**config.mk**
```make
export PLATFORM = sky130hd
export DESIGN_NAME = partition_fit_allocator
export DESIGN_NICKNAME = d
export VERILOG_FILES = /design/src/hw/rtl/pfa_pkg.sv /design/src/hw/rtl/pfa_ctrl.sv /design/src/hw/rtl/pfa_datapath.sv /design/src/hw/rtl/partition_fit_allocator.sv
export SDC_FILE = /design/constraint.sdc
export NUM_CORES = 1
export LEC_CHECK = 0
export CAP_MARGIN = 20
export CORE_MARGIN = 1
export CORE_UTILIZATION = 30
export DETAILED_ROUTE_END_ITERATION = 8
export DONT_BUFFER_PORTS = 1
export PLACE_DENSITY_LB_ADDON = 0.3
export SLEW_MARGIN = 40
export SYNTH_ARGS = -nofsm -noshare
export SYNTH_HDL_FRONTEND = slang
export SYNTH_SLANG_ARGS = --single-unit
export TNS_END_PERCENT = 20
```
**constraint.sdc**
```tcl
create_clock -name aclk -period 3.7 [get_ports aclk]
set_clock_uncertainty 0.05 [all_clocks]
set_input_delay 0.555 -clock aclk [delete_from_list [all_inputs] [get_ports aclk]]
set_output_delay 0.555 -clock aclk [all_outputs]
set_load 0.01 [all_outputs]
```
**src/hw/rtl/pfa_pkg.sv**
```systemverilog
// ----------------------------------------------------------------------------
// pfa_pkg
// Shared types and constants for the fixed partition allocator: operation
// and register codes, partition count, reset capacities, control structs.
// ----------------------------------------------------------------------------
package pfa_pkg;

    // partitions in use (1 to 4) and the slots that hold size registers
    localparam int NUM_BLOCKS = 4;
    localparam int SLOT_COUNT = 4;

    localparam int IDX_W  = 2;
    localparam int SIZE_W = 16;
    localparam int MODE_W = 2;
    localparam int CFG_IDX_W = 3;

    localparam int S_TDATA_W = 24;  // request_size, free_index, zero fill
    localparam int S_TUSER_W = 2;   // mode
    localparam int M_TDATA_W = 24;  // granted, block_index, block_size, zero fill

    // operation codes carried in s_tuser
    localparam logic [MODE_W-1:0] MODE_ALLOC    = 2'd0;
    localparam logic [MODE_W-1:0] MODE_FREE_ONE = 2'd1;
    localparam logic [MODE_W-1:0] MODE_FREE_ALL = 2'd2;

    // fit policy codes
    localparam logic POLICY_BEST_FIT  = 1'b0;
    localparam logic POLICY_FIRST_FIT = 1'b1;

    // configuration register indexes
    localparam logic [CFG_IDX_W-1:0] REG_FIT_POLICY       = 3'd0;
    localparam logic [CFG_IDX_W-1:0] REG_BLOCK_ZERO_SIZE  = 3'd1;
    localparam logic [CFG_IDX_W-1:0] REG_BLOCK_ONE_SIZE   = 3'd2;
    localparam logic [CFG_IDX_W-1:0] REG_BLOCK_TWO_SIZE   = 3'd3;
    localparam logic [CFG_IDX_W-1:0] REG_BLOCK_THREE_SIZE = 3'd4;

    typedef logic [SIZE_W-1:0] size_t;

    // capacities after reset, slot 0 first
    localparam size_t RESET_SIZE [SLOT_COUNT] = '{16'd100, 16'd50, 16'd30, 16'd120};

    // last partition visited by the scan
    localparam logic [IDX_W-1:0] LAST_IDX = IDX_W'(NUM_BLOCKS - 1);

    typedef enum logic [1:0] {
        ST_IDLE,
        ST_SCAN,
        ST_COMMIT
    } state_t;

    // controller to datapath
    typedef struct packed {
        logic load;       // latch the incoming item, restart the scan
        logic scan_step;  // evaluate one partition
        logic commit;     // update taken bits and load the output register
    } cmd_t;

    // datapath to controller
    typedef struct packed {
        logic new_is_alloc;  // incoming item is an allocate request
        logic scan_last;     // scan is at the last partition
        logic out_free;      // output register can take a result
    } status_t;

endpackage

```
**src/hw/rtl/pfa_ctrl.sv**
```systemverilog
// ----------------------------------------------------------------------------
// pfa_ctrl
// Sequencer for the allocator: takes an item, steps the partition scan for
// allocate requests, then commits the result once the output register is free.
// ----------------------------------------------------------------------------
module pfa_ctrl (
    input  logic             aclk,
    input  logic             aresetn,
    input  logic             s_tvalid,
    output logic             s_tready,
    input  pfa_pkg::status_t status,
    output pfa_pkg::cmd_t    cmd
);
    import pfa_pkg::*;

    state_t state_reg;
    state_t state_next;

    always_ff @(posedge aclk) begin
        if (!aresetn) begin
            state_reg <= ST_IDLE;
        end else begin
            state_reg <= state_next;
        end
    end

    always_comb begin
        state_next = state_reg;
        s_tready   = 1'b0;
        cmd        = '0;
        case (state_reg)
            ST_IDLE: begin
                s_tready = 1'b1;
                if (s_tvalid) begin
                    cmd.load   = 1'b1;
                    state_next = status.new_is_alloc ? ST_SCAN : ST_COMMIT;
                end
            end
            ST_SCAN: begin
                cmd.scan_step = 1'b1;
                if (status.scan_last) begin
                    state_next = ST_COMMIT;
                end
            end
            ST_COMMIT: begin
                if (status.out_free) begin
                    cmd.commit = 1'b1;
                    state_next = ST_IDLE;
                end
            end
            default: begin
                state_next = ST_IDLE;
            end
        endcase
    end

endmodule

```
**src/hw/rtl/pfa_datapath.sv**
```systemverilog
// ----------------------------------------------------------------------------
// pfa_datapath
// Configuration registers, taken bits, item latch, one-partition-per-cycle
// fit comparator and the output register of the result channel.
// ----------------------------------------------------------------------------
module pfa_datapath (
    input  logic                              aclk,
    input  logic                              aresetn,
    input  logic [pfa_pkg::S_TDATA_W-1:0]     s_tdata,
    input  logic [pfa_pkg::S_TUSER_W-1:0]     s_tuser,
    input  logic                              cfg_valid,
    input  logic [pfa_pkg::CFG_IDX_W-1:0]     cfg_index,
    input  logic [pfa_pkg::SIZE_W-1:0]        cfg_data,
    output logic                              m_tvalid,
    input  logic                              m_tready,
    output logic [pfa_pkg::M_TDATA_W-1:0]     m_tdata,
    input  pfa_pkg::cmd_t                     cmd,
    output pfa_pkg::status_t                  status
);
    import pfa_pkg::*;

    logic                policy_reg;
    size_t               size_reg [SLOT_COUNT];
    logic [SLOT_COUNT-1:0] taken_reg;
    logic [SLOT_COUNT-1:0] taken_next;

    logic [MODE_W-1:0]   mode_reg;
    size_t               req_reg;
    logic [IDX_W-1:0]    fidx_reg;

    logic [IDX_W-1:0]    scan_idx_reg;
    logic                found_reg;
    logic [IDX_W-1:0]    pick_reg;
    size_t               pick_size_reg;

    logic                m_valid_reg;
    logic                granted_reg;
    logic [IDX_W-1:0]    index_reg;
    size_t               bsize_reg;

    logic                granted_next;
    logic [IDX_W-1:0]    index_next;
    size_t               bsize_next;

    size_t               cand_size;
    logic                cand_fits;
    logic                cand_better;
    logic                fidx_live;

    // configuration writes
    always_ff @(posedge aclk) begin
        if (!aresetn) begin
            policy_reg <= POLICY_BEST_FIT;
            for (int i = 0; i < SLOT_COUNT; i++) begin
                size_reg[i] <= RESET_SIZE[i];
            end
        end else if (cfg_valid) begin
            case (cfg_index)
                REG_FIT_POLICY:       policy_reg  <= cfg_data[0];
                REG_BLOCK_ZERO_SIZE:  size_reg[0] <= cfg_data;
                REG_BLOCK_ONE_SIZE:   size_reg[1] <= cfg_data;
                REG_BLOCK_TWO_SIZE:   size_reg[2] <= cfg_data;
                REG_BLOCK_THREE_SIZE: size_reg[3] <= cfg_data;
                default: ;
            endcase
        end
    end

    // one partition per scan step
    assign cand_size   = size_reg[scan_idx_reg];
    assign cand_fits   = !taken_reg[scan_idx_reg] && (cand_size >= req_reg);
    assign cand_better = !found_reg
                         || ((policy_reg == POLICY_BEST_FIT) && (cand_size < pick_size_reg));

    always_ff @(posedge aclk) begin
        if (!aresetn) begin
            scan_idx_reg <= '0;
            found_reg    <= 1'b0;
        end else if (cmd.load) begin
            scan_idx_reg <= '0;
            found_reg    <= 1'b0;
        end else if (cmd.scan_step) begin
            scan_idx_reg <= scan_idx_reg + 1'b1;
            if (cand_fits && cand_better) begin
                found_reg <= 1'b1;
            end
        end
    end

    always_ff @(posedge aclk) begin
        if (cmd.load) begin
            mode_reg <= s_tuser[MODE_W-1:0];
            req_reg  <= s_tdata[SIZE_W-1:0];
            fidx_reg <= s_tdata[SIZE_W +: IDX_W];
        end
        if (cmd.scan_step && cand_fits && cand_better) begin
            pick_reg      <= scan_idx_reg;
            pick_size_reg <= cand_size;
        end
    end

    // result and taken update at commit
    assign fidx_live = ({1'b0, fidx_reg} < (IDX_W + 1)'(NUM_BLOCKS));

    always_comb begin
        taken_next   = taken_reg;
        granted_next = 1'b0;
        index_next   = '0;
        bsize_next   = '0;
        case (mode_reg)
            MODE_ALLOC: begin
                if (found_reg) begin
                    taken_next[pick_reg] = 1'b1;
                    granted_next         = 1'b1;
                    index_next           = pick_reg;
                    bsize_next           = pick_size_reg;
                end
            end
            MODE_FREE_ONE: begin
                if (fidx_live) begin
                    taken_next[fidx_reg] = 1'b0;
                    granted_next         = 1'b1;
                    index_next           = fidx_reg;
                end
            end
            MODE_FREE_ALL: begin
                taken_next   = '0;
                granted_next = 1'b1;
            end
            default: ;
        endcase
    end

    always_ff @(posedge aclk) begin
        if (!aresetn) begin
            taken_reg   <= '0;
            m_valid_reg <= 1'b0;
        end else begin
            if (cmd.commit) begin
                taken_reg   <= taken_next;
                m_valid_reg <= 1'b1;
            end else if (m_tready) begin
                m_valid_reg <= 1'b0;
            end
        end
    end

    always_ff @(posedge aclk) begin
        if (cmd.commit) begin
            granted_reg <= granted_next;
            index_reg   <= index_next;
            bsize_reg   <= bsize_next;
        end
    end

    assign m_tvalid = m_valid_reg;
    assign m_tdata  = {{(M_TDATA_W - 1 - IDX_W - SIZE_W){1'b0}},
                       bsize_reg, index_reg, granted_reg};

    assign status.new_is_alloc = (s_tuser[MODE_W-1:0] == MODE_ALLOC);
    assign status.scan_last    = (scan_idx_reg == LAST_IDX);
    assign status.out_free     = !m_valid_reg || m_tready;

    // a pending result is never overwritten
    a_commit_out_free: assert property (@(posedge aclk) disable iff (!aresetn)
        cmd.commit |-> (!m_valid_reg || m_tready))
        else $error("commit while output register still holds a result");

    // only allocate requests scan the partitions
    a_scan_alloc_only: assert property (@(posedge aclk) disable iff (!aresetn)
        cmd.scan_step |-> (mode_reg == MODE_ALLOC))
        else $error("scan step for a non-allocate item");

    // a granted partition is large enough and was free
    a_grant_fits: assert property (@(posedge aclk) disable iff (!aresetn)
        (cmd.commit && (mode_reg == MODE_ALLOC) && found_reg)
            |-> ((pick_size_reg >= req_reg) && !taken_reg[pick_reg]))
        else $error("granted partition too small or already taken");

    // an allocation grant leaves that partition taken
    a_grant_marks: assert property (@(posedge aclk) disable iff (!aresetn)
        (cmd.commit && (mode_reg == MODE_ALLOC) && found_reg) |=> taken_reg[index_reg])
        else $error("granted partition not marked taken");

endmodule

```
**src/hw/rtl/partition_fit_allocator.sv**
```systemverilog
// An allocate request is compared against one partition per cycle in ST_SCAN,
// over all four partitions, then its result is loaded into the output register
// in ST_COMMIT; free-one and free-all go straight from the transfer to ST_COMMIT.
// A new item is taken only in ST_IDLE, once the last one is committed, and the
// single comparator is shared across the partitions; a held result stalls commit.
// Reset (aresetn low, synchronous): all partitions free, reset capacities, best fit.
// ----------------------------------------------------------------------------
// partition_fit_allocator
// Fixed partition allocator over four partitions with best fit or first fit
// selection, single free and free all, on stream in and out channels.
// ----------------------------------------------------------------------------
module partition_fit_allocator (
    input  logic                          aclk,
    input  logic                          aresetn,
    input  logic                          s_tvalid,
    output logic                          s_tready,
    input  logic [pfa_pkg::S_TDATA_W-1:0] s_tdata,   // request_size, free_index, zero fill
    input  logic [pfa_pkg::S_TUSER_W-1:0] s_tuser,   // mode
    output logic                          m_tvalid,
    input  logic                          m_tready,
    output logic [pfa_pkg::M_TDATA_W-1:0] m_tdata,   // granted, block_index, block_size, zero fill
    input  logic                          cfg_valid,
    output logic                          cfg_ready,
    input  logic [pfa_pkg::CFG_IDX_W-1:0] cfg_index,
    input  logic [pfa_pkg::SIZE_W-1:0]    cfg_data
);
    import pfa_pkg::*;

    cmd_t    cmd;
    status_t status;

    // configuration registers take a write in any cycle
    assign cfg_ready = 1'b1;

    pfa_ctrl u_ctrl (
        .aclk     (aclk),
        .aresetn  (aresetn),
        .s_tvalid (s_tvalid),
        .s_tready (s_tready),
        .status   (status),
        .cmd      (cmd)
    );

    pfa_datapath u_datapath (
        .aclk      (aclk),
        .aresetn   (aresetn),
        .s_tdata   (s_tdata),
        .s_tuser   (s_tuser),
        .cfg_valid (cfg_valid),
        .cfg_index (cfg_index),
        .cfg_data  (cfg_data),
        .m_tvalid  (m_tvalid),
        .m_tready  (m_tready),
        .m_tdata   (m_tdata),
        .cmd       (cmd),
        .status    (status)
    );

endmodule
```
# Word level (Yosys, flattened, before mapping)
# Memories as Yosys holds them, arrays and structs flattened. A register that Yosys moved wholly into a read port is not among the register bits.
# Index checks and enable logic that the tools add are counted.
dict set report op_classes {
  n_addsub 1
  magnitude_cmp 7
  n_eq_ne 13
  mux 48
  n_bitwise 9
  n_reduce_logical 25
}
# operator count
set op_table {}
lappend op_table {{$mux 16} 4}
lappend op_table {{$mux 1} 29}
lappend op_table {{$ge 16x16->1} 1}
lappend op_table {{$lt 16x16->1} 1}
lappend op_table {{$mux 2} 7}
lappend op_table {{$pmux 4 s3} 1}
lappend op_table {{$lt 2x3->1 const B} 3}
lappend op_table {{$logic_and 1x1->1} 7}
lappend op_table {{$eq 2x2->1 const B} 3}
lappend op_table {{$eq 3x2->1 const B} 2}
lappend op_table {{$logic_not 2->1} 3}
lappend op_table {{$ne 2x2->1 const B} 3}
lappend op_table {{$pmux 2 s3} 1}
lappend op_table {{$reduce_and 2->1} 3}
lappend op_table {{$reduce_and 3->1} 2}
lappend op_table {{$and 4x4->4} 1}
lappend op_table {{$demux 1 s2} 2}
lappend op_table {{$eq 2x1->1 const B} 2}
lappend op_table {{$ge 2x1->1 const B} 2}
lappend op_table {{$mux 4} 1}
lappend op_table {{$not 4->4} 1}
lappend op_table {{$or 1x1->1} 4}
lappend op_table {{$or 4x4->4} 1}
lappend op_table {{$pmux 2 s2} 1}
lappend op_table {{other kinds (13)} 18}
dict set report word_totals {
  reg_bits 68
  ramBits 64
  inputBits 50
  out_inout_bits 27
  word_cells 118
  mem_count 1
}
# memory depth width read_ports rd_ports_with_merged_regs wr line_no
set mem_list {}
lappend mem_list {u_datapath.size_reg 4 16 1 1 4 pfa_datapath.sv:23} ;# size_t size_reg [SLOT_COUNT];

# Longest topological paths before layout
# Gate-level depths: netlist (run 1).
dict set report logic_depth {
  depth_word 7
  mapped_depth 9
  ltp_nobuf 8
}

# Cells and area by module
# From an unflattened synthesis (run 1), not the netlist that was laid out.
dict set report hier_totals {
  cells_unflattened 438
  hier_area_um2 6183.4
}
# mod instances cells_each area_per_inst_um2 seq_area_each_um2
set by_module_without_submodules {}
lappend by_module_without_submodules {pfa_datapath 1 421 6048.3 3853.7}
lappend by_module_without_submodules {pfa_ctrl 1 15 123.9 40.0}
lappend by_module_without_submodules {partition_fit_allocator 1 2 11.3 0.0}

# Worst setup path before layout (run 1)
# OpenSTA, ideal clock, no wires.
dict set report synth_path {
  path_kind {flip-flop to flip-flop}
  startpoint {register with a tool-made name}
  endpoint {register u_datapath.pick_reg[0] (enable)}
  setup_ps 382
  arrival_ps 3008
  t_required_ps 3268
  setup_slack_ps 260
  stages_incl_launch_ff 10
  n_path_buf 2
  synth_period_minus_slack_ps 3440
  cell_sequence {dfxtp_1 buf_6 buf_2 mux4_2 ha_1 a211oi_1 o21ai_1 a2111oi_4 o221ai_2 a22oi_2}
}
# item line_no
set synth_lines {}
lappend synth_lines {{end signal, assigned} pfa_datapath.sv:97} ;# pick_reg <= scan_idx_reg;
lappend synth_lines {{end, declared} pfa_datapath.sv:33} ;# logic [IDX_W-1:0] pick_reg;

==> summary.txt, run 1 <==
Status
  – Outcome: complete, no violations

Worst setup path
  – CP Class: register to register
  – WP buf/inv: 2
  – Crit path launch type: register
  – Data arrival, critical path: roughly 3.3 ns
  – Worst Path Required: 3.77 ns
  – Slowest-stage cell, CP: mux4_2
  – CP top delay family: compound AO/OA/AOI/OAI gates
  – Critical path capture point type: register
  – CP cell instances: buf_4 -> mux4_2 -> ha_1 -> a211oi_1 -> o21ai_1 -> a2111oi_4 -> o221ai_2 -> a22oi_2 -> buf_12
  – CP max stage delay: between 0.6 and 0.7 ns
  – Crit path max fanout: 18

Floorplan
  – Core Rows: 52
  – Core area: between 20,000 and 25,000 sq um
  – DIE AREA: 21,300 sq um
  – Io pins: 77
  – Die Wd: roughly 150 um
  – Die Height: roughly 150 um
  – Starting density of the core: between 30 and 40%

Place
  – Placed cell count: slightly above 700
  – Placed cell area: between 6000 and 7000 sq um
  – Port Buf Inserts: 0
  – Pre-CTS WS: 0.5025 ns
  – Routability cong.: slightly below 0.8
  – Post-DP HPWL: 9057 um

Synthesis
  – Adder-cell share of the synthesized area: under 10%
  – Mapped Cells: between 400 and 500
  – EDFF count, synth: around 120
  – Post-Synth XOR/XNOR Area: 0%
  – Post-synthesis sequential area ratio: roughly 63%
  – Most instantiated cells after synthesis: edfxtp_1, and2_1, inv_1
  – Post-synth top area cell: edfxtp_1
  – Top cells by area, synth: edfxtp_1, ha_1, and2_1
  – Most used DFF post-synth: edfxtp_1
  – Yosys top cell area share: 58.44%
  – Post-synthesis mux area share: around 6.6%
  – Synth Area in Simple Gates: a little over an eighth
  – Synth Area in Compound Gates: ~6.2%
  – Synth cell types: 52
  – #FFs+latches synth: about 130
  – Count leader, synth: edfxtp_1
  – Synthesized area: between 6000 and 7000 sq um
  – Post-synthesis area per instance: ~14 sq um
  – Main combinational cell family by area after synthesis: simple AND/OR/NAND/NOR gates
  – Async S/R FF share, synth: 0%
  – Yosys warns: 0

Clock tree
  – Clock Tree Buf Depth: 2
  – Clock sinks: around 130
  – Post-CTS resize count: 0
  – CTS Root Cell: clkbuf_16
  – Clock Latency Late Sink: about 0.42 ns
  – Setup bufs post-CTS: 0
  – CTS tree: done
  – CTS Hold Bufs: 0
  – Inserted Clock Buffers: 17
  – H-tree depth: 4
  – CTS clk-pin slew, worst paths: 0.06 ns

Timing
  – Final Hold Vio Count: 0
  – Slew headroom: 44.48%
  – Finish-stage setup viols: 0
  – Fin crit share: 85.84%
  – Minimum clock period: roughly 3.2 ns
  – Worst slew pin tran: slightly above 0.8 ns
  – Fin Hold WS: ~0.18 ns
  – Post-Route Setup TNS: 0 ns
  – Fin worst setup slack: between 0.5 and 0.6 ns
  – FMAX: ~310 MHz
  – Slew Viols, Final: 0
  – RSZ-0062 raised after global routing: no

Final layout
  – Area Overhead vs Synth: 15.27%
  – Layout Cells excl Fill: between 700 and 800
  – Nets: around 540
  – Layout Utilization: between 30% and 40%
  – Design Area, Final: between 7000 and 8000 sq um
  – Share of cells above drive strength 1: between 10 and 15%
  – Max reg flops: 64

Power and ir drop
  – Worst VDD drop: roughly 0.00035 V
  – Tot Pwr: approximately 3.8 mW
  – Power per Cell Area: roughly 530 nW/um^2
  – Pleak: ~2.7 nW

Drt
  – Routed WL: about 13,000 um
  – Via count: 3,461
  – DR pass1 iterations: 6
  – Final ANT Viol Nets: 0
  – Via-to-Cell Ratio: 4.690
  – Drt first-iter violations: just over 200
  – Avg WL per Cell: between 15 and 20 um
  – # DRC: 0

Global route
  – Vias in the first global route: 3,662
  – Initial antenna violation count: 2
  – First-pass GRT wire length: 19,930 um
  – Grt total ovfl: 0
  – Largest net degree at the start of global routing: 23
  – All-layer global routing usage: 12.66%

Flow run
  – Max-Cap Viols: 0

Hold path
  – Hold path start: s_tdata[9]
  – Hold/Removal Path Class: primary input to register
[cell families (layout without fill, tap and decap cells)]
group / Yosys count / count (layout)
buffers and inverters: 62 / 78
adders and majority gates: 35 / 35
DFF: 134 / 134
and+or+nand+nor: 141 / 141
muxes: 18 / 18
AOI/OAI and AO/OA: 54 / 54
other: 2 / 8
[worst paths after layout]
check,end,slack (ns),cells after the start
min reg2reg,u_datapath.taken_reg[0]$_SDFFE_PN0P_,0.45,2
max reg2reg,u_datapath.pick_size_reg[14]$_DFFE_PP_,0.52,9
max,u_datapath.pick_size_reg[14]$_DFFE_PP_,0.52,9
min,u_datapath.req_reg[9]$_DFFE_PP_,0.18,0
[cell usage in the layout, fill, tap and decap left out, types with 4 or more instances in the layout]
cell	count
nand2_1	14
a21oi_1	15
mux4_1	4
buf_4	5
edfxtp_1	121
mux4_2	13
bufinv_16	5
nand3_1	4
dfxtp_1	13
o21ai_0	10
and2_1	52
o2111ai_1	4
nor2_1	13
or3_1	14
and3_1	17
nor2_2	5
ha_1	35
clkbuf_16	17
conb_1	6
inv_1	40
[per-layer routing]
layer	track usage, %	up-vias	part of all wire, %
li1	-	1660	-
met1	15.15	1695	44
met2	20.36	91	48
met3	4.357	15	6.4
met4	6.105	0	1.6
met5	0	-	0
[power breakdown]
group	total, mW	switching, mW	leakage [nW]	internal [mW]
clock	1.81	0.621	0.309	1.19
sequential	1.77	0.0308	1.27	1.73
combinational	0.237	0.145	1.10	0.0916
[final cells by class]
class,instances,area (sq um)
fillers,1971,13130
flip-flops and latches,134,3894
multi-input cells,254,2087
clock buffers,18,429.2
well taps,270,337.8
clock inverters,14,206.4
inverters,40,150.1
repair buffers,6,57.56
diodes,2,5.005
Note: power is estimated with default switching activity, not from simulation.
==> inputs of run 2 (changes only) <==
--- a/config.mk
+++ b/config.mk
@@ -6,4 +6,5 @@
 export NUM_CORES = 1
 export LEC_CHECK = 0
+export ABC_AREA = 1
 export CAP_MARGIN = 20
 export CORE_MARGIN = 1
--- a/constraint.sdc
+++ b/constraint.sdc
@@ -3,3 +3,3 @@
 set_input_delay 0.555 -clock aclk [delete_from_list [all_inputs] [get_ports aclk]]
 set_output_delay 0.555 -clock aclk [all_outputs]
-set_load 0.01 [all_outputs]
+set_load 0.05 [all_outputs]
==> run 2 against run 1 <==
Net effect:
- routed wire length rose by 2.7%
- sequential share of layout area rose by 0.98 points
- design area fell by 1.8%
- sequential power rose by 4%
- area after synthesis fell by 2.1%
- power rose by 5.9%
- final cell count rose by 16%
- first-iteration DRC count rose by 18%
- critical endpoint is now u_datapath.pick_size_reg[5]$_DFFE_PP_
- worst setup slack improved by 0.20 ns
- global-route usage rose by 1.2 points
- register-to-register slack improved by 0.20 ns
- hold slack got worse by 0.016 ns
==> summary.txt, run 2 <==
Worst setup path
  – Data arrival, critical path: 3.03 ns (-0.22 ns)
  – CP Class: register to register
  – R2r worst-path depth: 11 (+2)
  – Reg2Reg Setup Slack: 0.73 ns (+0.20 ns)
  – R2R Path End: u_datapath.pick_size_reg[5]$_DFFE_PP_
  – Worst Path Required: 3.75 ns (-0.02 ns)
  – Crit path launch type: register
  – Crit path max fanout: 32 (+14)
  – Critical path capture point type: register

Power and ir drop
  – Switching part of the total: 23.38% (+2.5 points)
  – Sequential power share: 45.7% (-0.6 points)
  – Tot Pwr: 4.037 mW (+5.9%)
  – Internal Dissipation: 3.093 mW (+2.5%)
  – Clock power share: 46.9% (-0.6 points)
  – Switch Pwr: 0.9437 mW (+18%)
  – Power per Cell Area: 573.4 nW/um^2 (+7.8%)
  – Worst VDD drop: 0.0002392 V (-32%)
  – Pleak: 2.778 nW (+3.6%)
  – Comb pwr share: 7.5% (+1.3 points)

Floorplan
  – DIE AREA: 20,860 sq um (-2.1%)
  – Core Rows: 51 (-1.9%)
  – Io pins: 77 (unchanged)
  – Starting density of the core: 30.97% (+0.34 points)
  – Die Height: 144.4 um (-1.0%)
  – Die Wd: 144.4 um (-1.0%)
  – Core area: 19,650 sq um (-3.2%)

Place
  – Post-DP HPWL: 9228 um (+1.9%)
  – Routability cong.: 0.8327 (+7.7%)
  – Port Buf Inserts: 0 (unchanged)
  – Placed cell area: 6374 sq um (-2.3%)
  – Placed cell count: 820 (+16%)

Synthesis
  – EDFF count, synth: 121 (unchanged)
  – Yosys top cell area share: 59.69% (+1.2 points)
  – #FFs+latches synth: 134 (unchanged)
  – Yosys warns: 0 (unchanged)
  – Synthesized area: 6087 sq um (-2.1%)
  – Count leader, synth: edfxtp_1
  – Synth cell types: 29 (-44%)
  – Post-synthesis area per instance: 10.72 sq um (-23%)
  – Most used DFF post-synth: edfxtp_1
  – Post-synthesis sequential area ratio: 63.97% (+1.3 points)
  – Most instantiated cells after synthesis: edfxtp_1, nor2_1, inv_1
  – Mapped Cells: 568 (+27%)
  – Post-synth top area cell: edfxtp_1
  – Top cells by area, synth: edfxtp_1, ha_1, nor2_1
  – Async S/R FF share, synth: 0% (unchanged)

Final layout
  – Max reg flops: 64 (unchanged)
  – FILL cells: 1,964 (-0.36%)
  – Most common cell after layout, fill and taps aside: edfxtp_1
  – Most frequent cells in the layout: edfxtp_1, nor2_1, inv_1
  – Area Overhead vs Synth: 15.66%
  – Share of cells above drive strength 1: 9.710% (-3.8 points)
  – Layout Cells excl Fill: 853 (+16%)
  – Design Area, Final: 7041 sq um (-1.8%)
  – Nets: 659 (+22%)

Status
  – Outcome: complete, no violations

Clock tree
  – Setup bufs post-CTS: 0 (unchanged)
  – Clock Latency Late Sink: 0.44 ns (+0.02 ns)
  – CTS clk-pin slew, worst paths: 0.06 ns (about the same)
  – CTS Hold Bufs: 0 (unchanged)
  – CTS tree: done
  – Clock Tree Buf Depth: 2 (unchanged)
  – Post-CTS resize count: 0 (unchanged)
  – Inserted Clock Buffers: 17 (unchanged)
  – Clock sinks: 134 (unchanged)
  – H-tree depth: 4 (unchanged)
  – CTS Root Cell: clkbuf_16

Timing
  – Worst slew pin tran: 0.8536 ns (+0.02284 ns)
  – Fin Hold WS: 0.1672 ns (-0.01607 ns)
  – RSZ-0062 raised after global routing: no
  – Slew Viols, Final: 0 (unchanged)
  – Fin crit share: 80.39% (-5.5 points)
  – Minimum clock period: 2.974 ns (-0.2017 ns)
  – Post-Route Setup TNS: 0 ns (unchanged)
  – Finish-stage setup viols: 0 (unchanged)
  – FMAX: 336.2 MHz (+6.8%)
  – Final Hold Vio Count: 0 (unchanged)
  – Slew headroom: 42.95% (-1.5 points)

Drt
  – # DRC: 0 (unchanged)
  – Avg WL per Cell: 15.56 um (-11%)
  – Via count: 3,921 (+13%)
  – Routed WL: 13,280 um (+2.7%)
  – Drt first-iter violations: 240 (+18%)
  – Final ANT Viol Nets: 0 (unchanged)
  – Via-to-Cell Ratio: 4.597 (-2.0%)
  – DR pass1 iterations: 4 (-2)

Hold path
  – Hold Path Sink: u_datapath.req_reg[1]$_DFFE_PP_
  – Hold path start: s_tdata[1]
  – Hold/Removal Path Class: primary input to register
  – Hold path depth: 0 (unchanged)

Global route
  – Initial antenna violation count: 1 (-1)
  – All-layer global routing usage: 13.85% (+1.2 points)
  – Vias in the first global route: 3,991 (+9.0%)
  – Grt total ovfl: 0 (unchanged)
  – First-pass GRT wire length: 20,860 um (+4.6%)
  – Largest net degree at the start of global routing: 33 (+43%)

Flow run
  – Max-Cap Viols: 0 (unchanged)
[run 2: cell types whose count changed after synthesis, sizes merged, moves of 9 or more]
cell   before  now
o21ai      12   42
a21oi      15   30
or3        14    0
nand2      16   58
and2       53    0
mux4       17    0
o22ai       1   17
and3       17    0
nor2       18  119
nand3       4   13
inv        40   82
[run 2: power groups by stage]
stage	Sequential [mW]	Combinational, mW	Clock (mW)
2_1_floorplan	1.86	0.231	0
3_3_place_gp	1.87	0.290	0
3_5_place_dp	1.88	0.303	0
4_1_cts	1.84	0.306	1.92
5_1_grt	1.85	0.351	1.98
6_report	1.84	0.301	1.89
[run 2: cell families (layout without fill, tap and decap cells)]
logic type / count (synthesis) / count (layout) / synth area share [%]
simple gates: 193 / 193 / 12.64
compound gates: 98 / 98 / 8.921
flops: 134 / 134 / 63.97
other cells: 2 / 7 / 0.1234
fa+ha+maj: 35 / 35 / 7.194
xor+xnor: 1 / 1 / 0.1439
buf+inv: 105 / 120 / 7.009
[run 2: how the worst max path moves through the flow]
stage                         from                                     end  slack (ns)  cells past startpoint
after floorplan           register        u_datapath.pick_reg[0]$_DFFE_PP_        0.94                     11
after global placement    register  u_datapath.pick_size_reg[13]$_DFFE_PP_        0.77                     14
after detailed placement  register  u_datapath.pick_size_reg[11]$_DFFE_PP_        0.72                     13
after CTS                 register   u_datapath.pick_size_reg[5]$_DFFE_PP_        0.70                     13
after global routing      register   u_datapath.pick_size_reg[6]$_DFFE_PP_        0.43                     13
final                     register   u_datapath.pick_size_reg[5]$_DFFE_PP_        0.73                     11
[run 2: metrics by stage]
stage | setup slack, ns | utilization [%]
after floorplan | 0.9385 | -
after global placement | 0.7656 | 32.37
after detailed placement | 0.7227 | 32.43
after CTS | 0.6952 | 35.78
after global routing | 0.4290 | 35.82
final | 0.7257 | 35.82
[run 2: layer usage]
| metal | GRT usage (%) | up-vias | wire length, um |
|---|---|---|---|
| met5 | 0 | - | 0 |
| met2 | 23.10 | 103 | 6800 |
| met1 | 16.13 | 1880 | 5579 |
| met4 | 6.925 | 0 | 123 |
| li1 | - | 1928 | - |
| met3 | 4.139 | 10 | 772 |
[run 2: cell type report]
type,count,area (sq um),share of cell area [%]
Sequential cell,134,3894,55.30
Multi-Input combinational cell,333,1804,25.63
Clock buffer,17,425.4,6.042
Tap cell,265,331.6,4.709
Inverter,83,311.5,4.425
Clock inverter,15,234.0,3.323
Timing Repair Buffer,5,37.54,0.5331
Antenna cell,1,2.502,0.03554
[run 2: worst max-delay path, stage by stage, from the launching register on]
cell,delay (ns)
dfxtp_1,0.31
inv_2,0.41
o21ai_0,0.14
o22ai_1,0.41
ha_1,0.24
nand3_1,0.09
nor3_1,0.28
nand3_1,0.11
nand3_1,0.12
nand2_1,0.08
a21oi_2,0.11
buf_4,0.27
==> inputs of run 3 (changes only) <==
ABC_AREA = 0   (was 1)
clock period = 2.7 ns   (was 3.7 ns; I/O delays follow)
==> run 3 against run 2 <==
Net effect:
- routed wire length is 0.28% higher
- sequential cell count stayed put
- largest cell class unchanged
- first-iteration DRC count is 40% lower
- hold slack worse by 0.14 ns
- non-clock buffer count is 30 higher
- power is 23% higher
- critical path depth stayed put
- sequential power is 33% higher
- worst setup slack worse by 0.93 ns
- the flow now finishes with violations (setup timing)
- design area is 4.3% higher
- count of clock-buffer cells in the layout is 2 higher
==> summary.txt, run 3 (synthesized netlist as in run 1, its figures left out) <==
Worst setup path
  – Slowest-stage cell, CP: mux4_2
  – CP top delay family: buffers and inverters
  – Critical path capture point type: register
  – CP cell instances: buf_12 -> buf_6 -> mux4_2 -> buf_4 -> ha_1 -> a21oi_1 -> o21ai_1 -> buf_4 -> nand2_1 -> a22oi_2 -> buf_12
  – CP Class: register to register
  – WP buf/inv: 5 (+3)
  – Worst Path Required: 2.78 ns (-0.97 ns)
  – Data arrival, critical path: 2.98 ns (-0.05 ns)
  – Crit path launch type: register
  – Crit path max fanout: 18 (-44%)
  – CP max stage delay: 0.55 ns (+0.14 ns)

Final layout
  – Share of cells above drive strength 1: 19.03% (+9.3 points)
  – FILL cells: 1,980 (+0.81%)
  – Layout Cells excl Fill: 765 (-10%)
  – Max reg flops: 64 (unchanged)
  – Most common cell after layout, fill and taps aside: edfxtp_1
  – Area Overhead vs Synth: 18.09%
  – Nets: 567 (-14%)
  – Most frequent cells in the layout: edfxtp_1, and2_1, inv_1

Clock tree
  – CTS clk-pin slew, worst paths: 0.06 ns (about the same)
  – CTS tree: done
  – CTS Root Cell: clkbuf_16
  – Inserted Clock Buffers: 17 (unchanged)
  – CTS Hold Bufs: 0 (unchanged)
  – Clock Tree Buf Depth: 2 (unchanged)
  – Clock Latency Late Sink: 0.42 ns (-0.02 ns)
  – H-tree depth: 4 (unchanged)
  – Clock sinks: 134 (unchanged)

Power and ir drop
  – Worst VDD drop: 0.0004507 V (+88%)
  – Pleak: 2.780 nW (about the same)
  – Power per Cell Area: 678.8 nW/um^2 (+18%)

Global route
  – All-layer global routing usage: 13.14% (-0.71 points)
  – First-pass GRT wire length: 20,510 um (-1.7%)
  – Vias in the first global route: 3,720 (-6.8%)
  – Largest net degree at the start of global routing: 23 (-30%)
  – Grt total ovfl: 0 (unchanged)
  – Initial antenna violation count: 3 (+2)

Drt
  – DR pass1 iterations: 4 (unchanged)
  – # DRC: 0 (unchanged)
  – Drt first-iter violations: 145 (-40%)
  – Avg WL per Cell: 17.40 um (+12%)
  – Final ANT Viol Nets: 0 (unchanged)
  – Via count: 3,523 (-10%)
  – Routed WL: 13,310 um (+0.28%)
  – Via-to-Cell Ratio: 4.605 (+0.19%)

Status
  – Violated checks: setup timing
  – Outcome: finished, violations left

Timing
  – Post-Route Setup TNS: -3.592 ns (-3.592 ns)
  – Minimum clock period: 2.901 ns (-0.07334 ns)
  – Slew Viols, Final: 0 (unchanged)
  – Fin worst setup slack: -0.2010 ns (-0.9267 ns)
  – RSZ-0062 raised after global routing: yes
  – FMAX: 344.7 MHz (+2.5%)
  – Fin Hold WS: 0.02963 ns (-0.1376 ns)
  – Final Hold Vio Count: 0 (unchanged)
  – Worst slew pin tran: 0.6459 ns (-0.2077 ns)
  – Slew headroom: 56.88% (+14 points)
  – Fin crit share: 107.4% (+27 points)
  – Finish-stage setup viols: 18 (+18)

Floorplan
  – Io pins: 77 (unchanged)
  – Core Rows: 52 (+2.0%)
  – Starting density of the core: 30.63% (-0.34 points)
  – DIE AREA: 21,300 sq um (+2.1%)
  – Core area: 20,300 sq um (+3.3%)
  – Die Height: 146.0 um (+1.0%)
  – Die Wd: 146.0 um (+1.0%)

Place
  – Port Buf Inserts: 0 (unchanged)
  – Pre-CTS WS: -0.3298 ns (-1.053 ns)
  – Routability cong.: 0.7702 (-7.5%)
  – Placed cell count: 728 (-11%)
  – Post-DP HPWL: 9575 um (+3.8%)

Hold path
  – Hold/Removal Path Class: primary input to register

Flow run
  – Max-Cap Viols: 0 (unchanged)
==> run 3: cell types whose count changed in the layout (fill, tap and decap cells not counted), moves of 17 or more <==
cell     change
inv_1       -33
and3_1      +17
o21ai_0     -21
nand2_1     -38
buf_4       +26
nor2_1      -96
and2_1      +53
==> run 3: layout make-up <==
cell class              instances  area [sq um]  share of cell area, %
diodes                          1         2.502                0.03408
repair buffers                 35         304.0                  4.141
well taps                     270         337.8                  4.601
clock inverters                12         106.4                  1.449
flip-flops and latches        134          3895                  53.05
inverters                      40         150.1                  2.045
multi-input cells             254          2113                  28.78
clock buffers                  19         432.9                  5.896
==> run 3: what timing repair did <==
item	in CTS	in global routing
setup endpoints to repair	18	19
pin swaps	0	2
setup buffers	1	4
resized for setup	4	3
==> run 3: per-layer routing <==
layer | part of all wire, % | global-route usage, %
met3 | 5.8 | 4.420
met1 | 43 | 15.36
met5 | 0.14 | 0
met4 | 2.2 | 6.158
met2 | 49 | 21.72
==> run 3: per-stage QoR <==
step	utilization, %	cell area [sq um]	power (mW)
final	36.17	7342	4.984
after global routing	36.17	7342	5.160
after global placement	33.32	6764	2.872
after CTS	36.00	7308	5.031
after floorplan	-	6297	2.752
after detailed placement	33.32	6764	2.889
==> run 3: worst paths after layout <==
kind                                   startpoint                                endpoint  slack [ns]  cells after the start
max reg2reg                              register  u_datapath.pick_size_reg[14]$_DFFE_PP_       -0.20                     11
min reg2reg  u_datapath.taken_reg[0]$_SDFFE_PN0P_    u_datapath.taken_reg[0]$_SDFFE_PN0P_        0.46                      2
min                                    s_tdata[5]         u_datapath.req_reg[5]$_DFFE_PP_        0.03                      0
max                                      register  u_datapath.pick_size_reg[14]$_DFFE_PP_       -0.20                     11
==> run 3: report_power, final <==
part / internal (mW) / switching (mW)
clock network: 1.26 / 0.881
registers: 2.38 / 0.0681
logic: 0.169 / 0.233
==> run 3: worst register-to-register path, cell delays in order (launching register included) <==
cell	delay, ns
dfxtp_2	0.34
buf_12	0.16
buf_6	0.13
mux4_2	0.55
buf_4	0.17
ha_1	0.29
a21oi_1	0.07
o21ai_1	0.21
buf_4	0.16
nand2_1	0.06
a22oi_2	0.24
buf_12	0.19
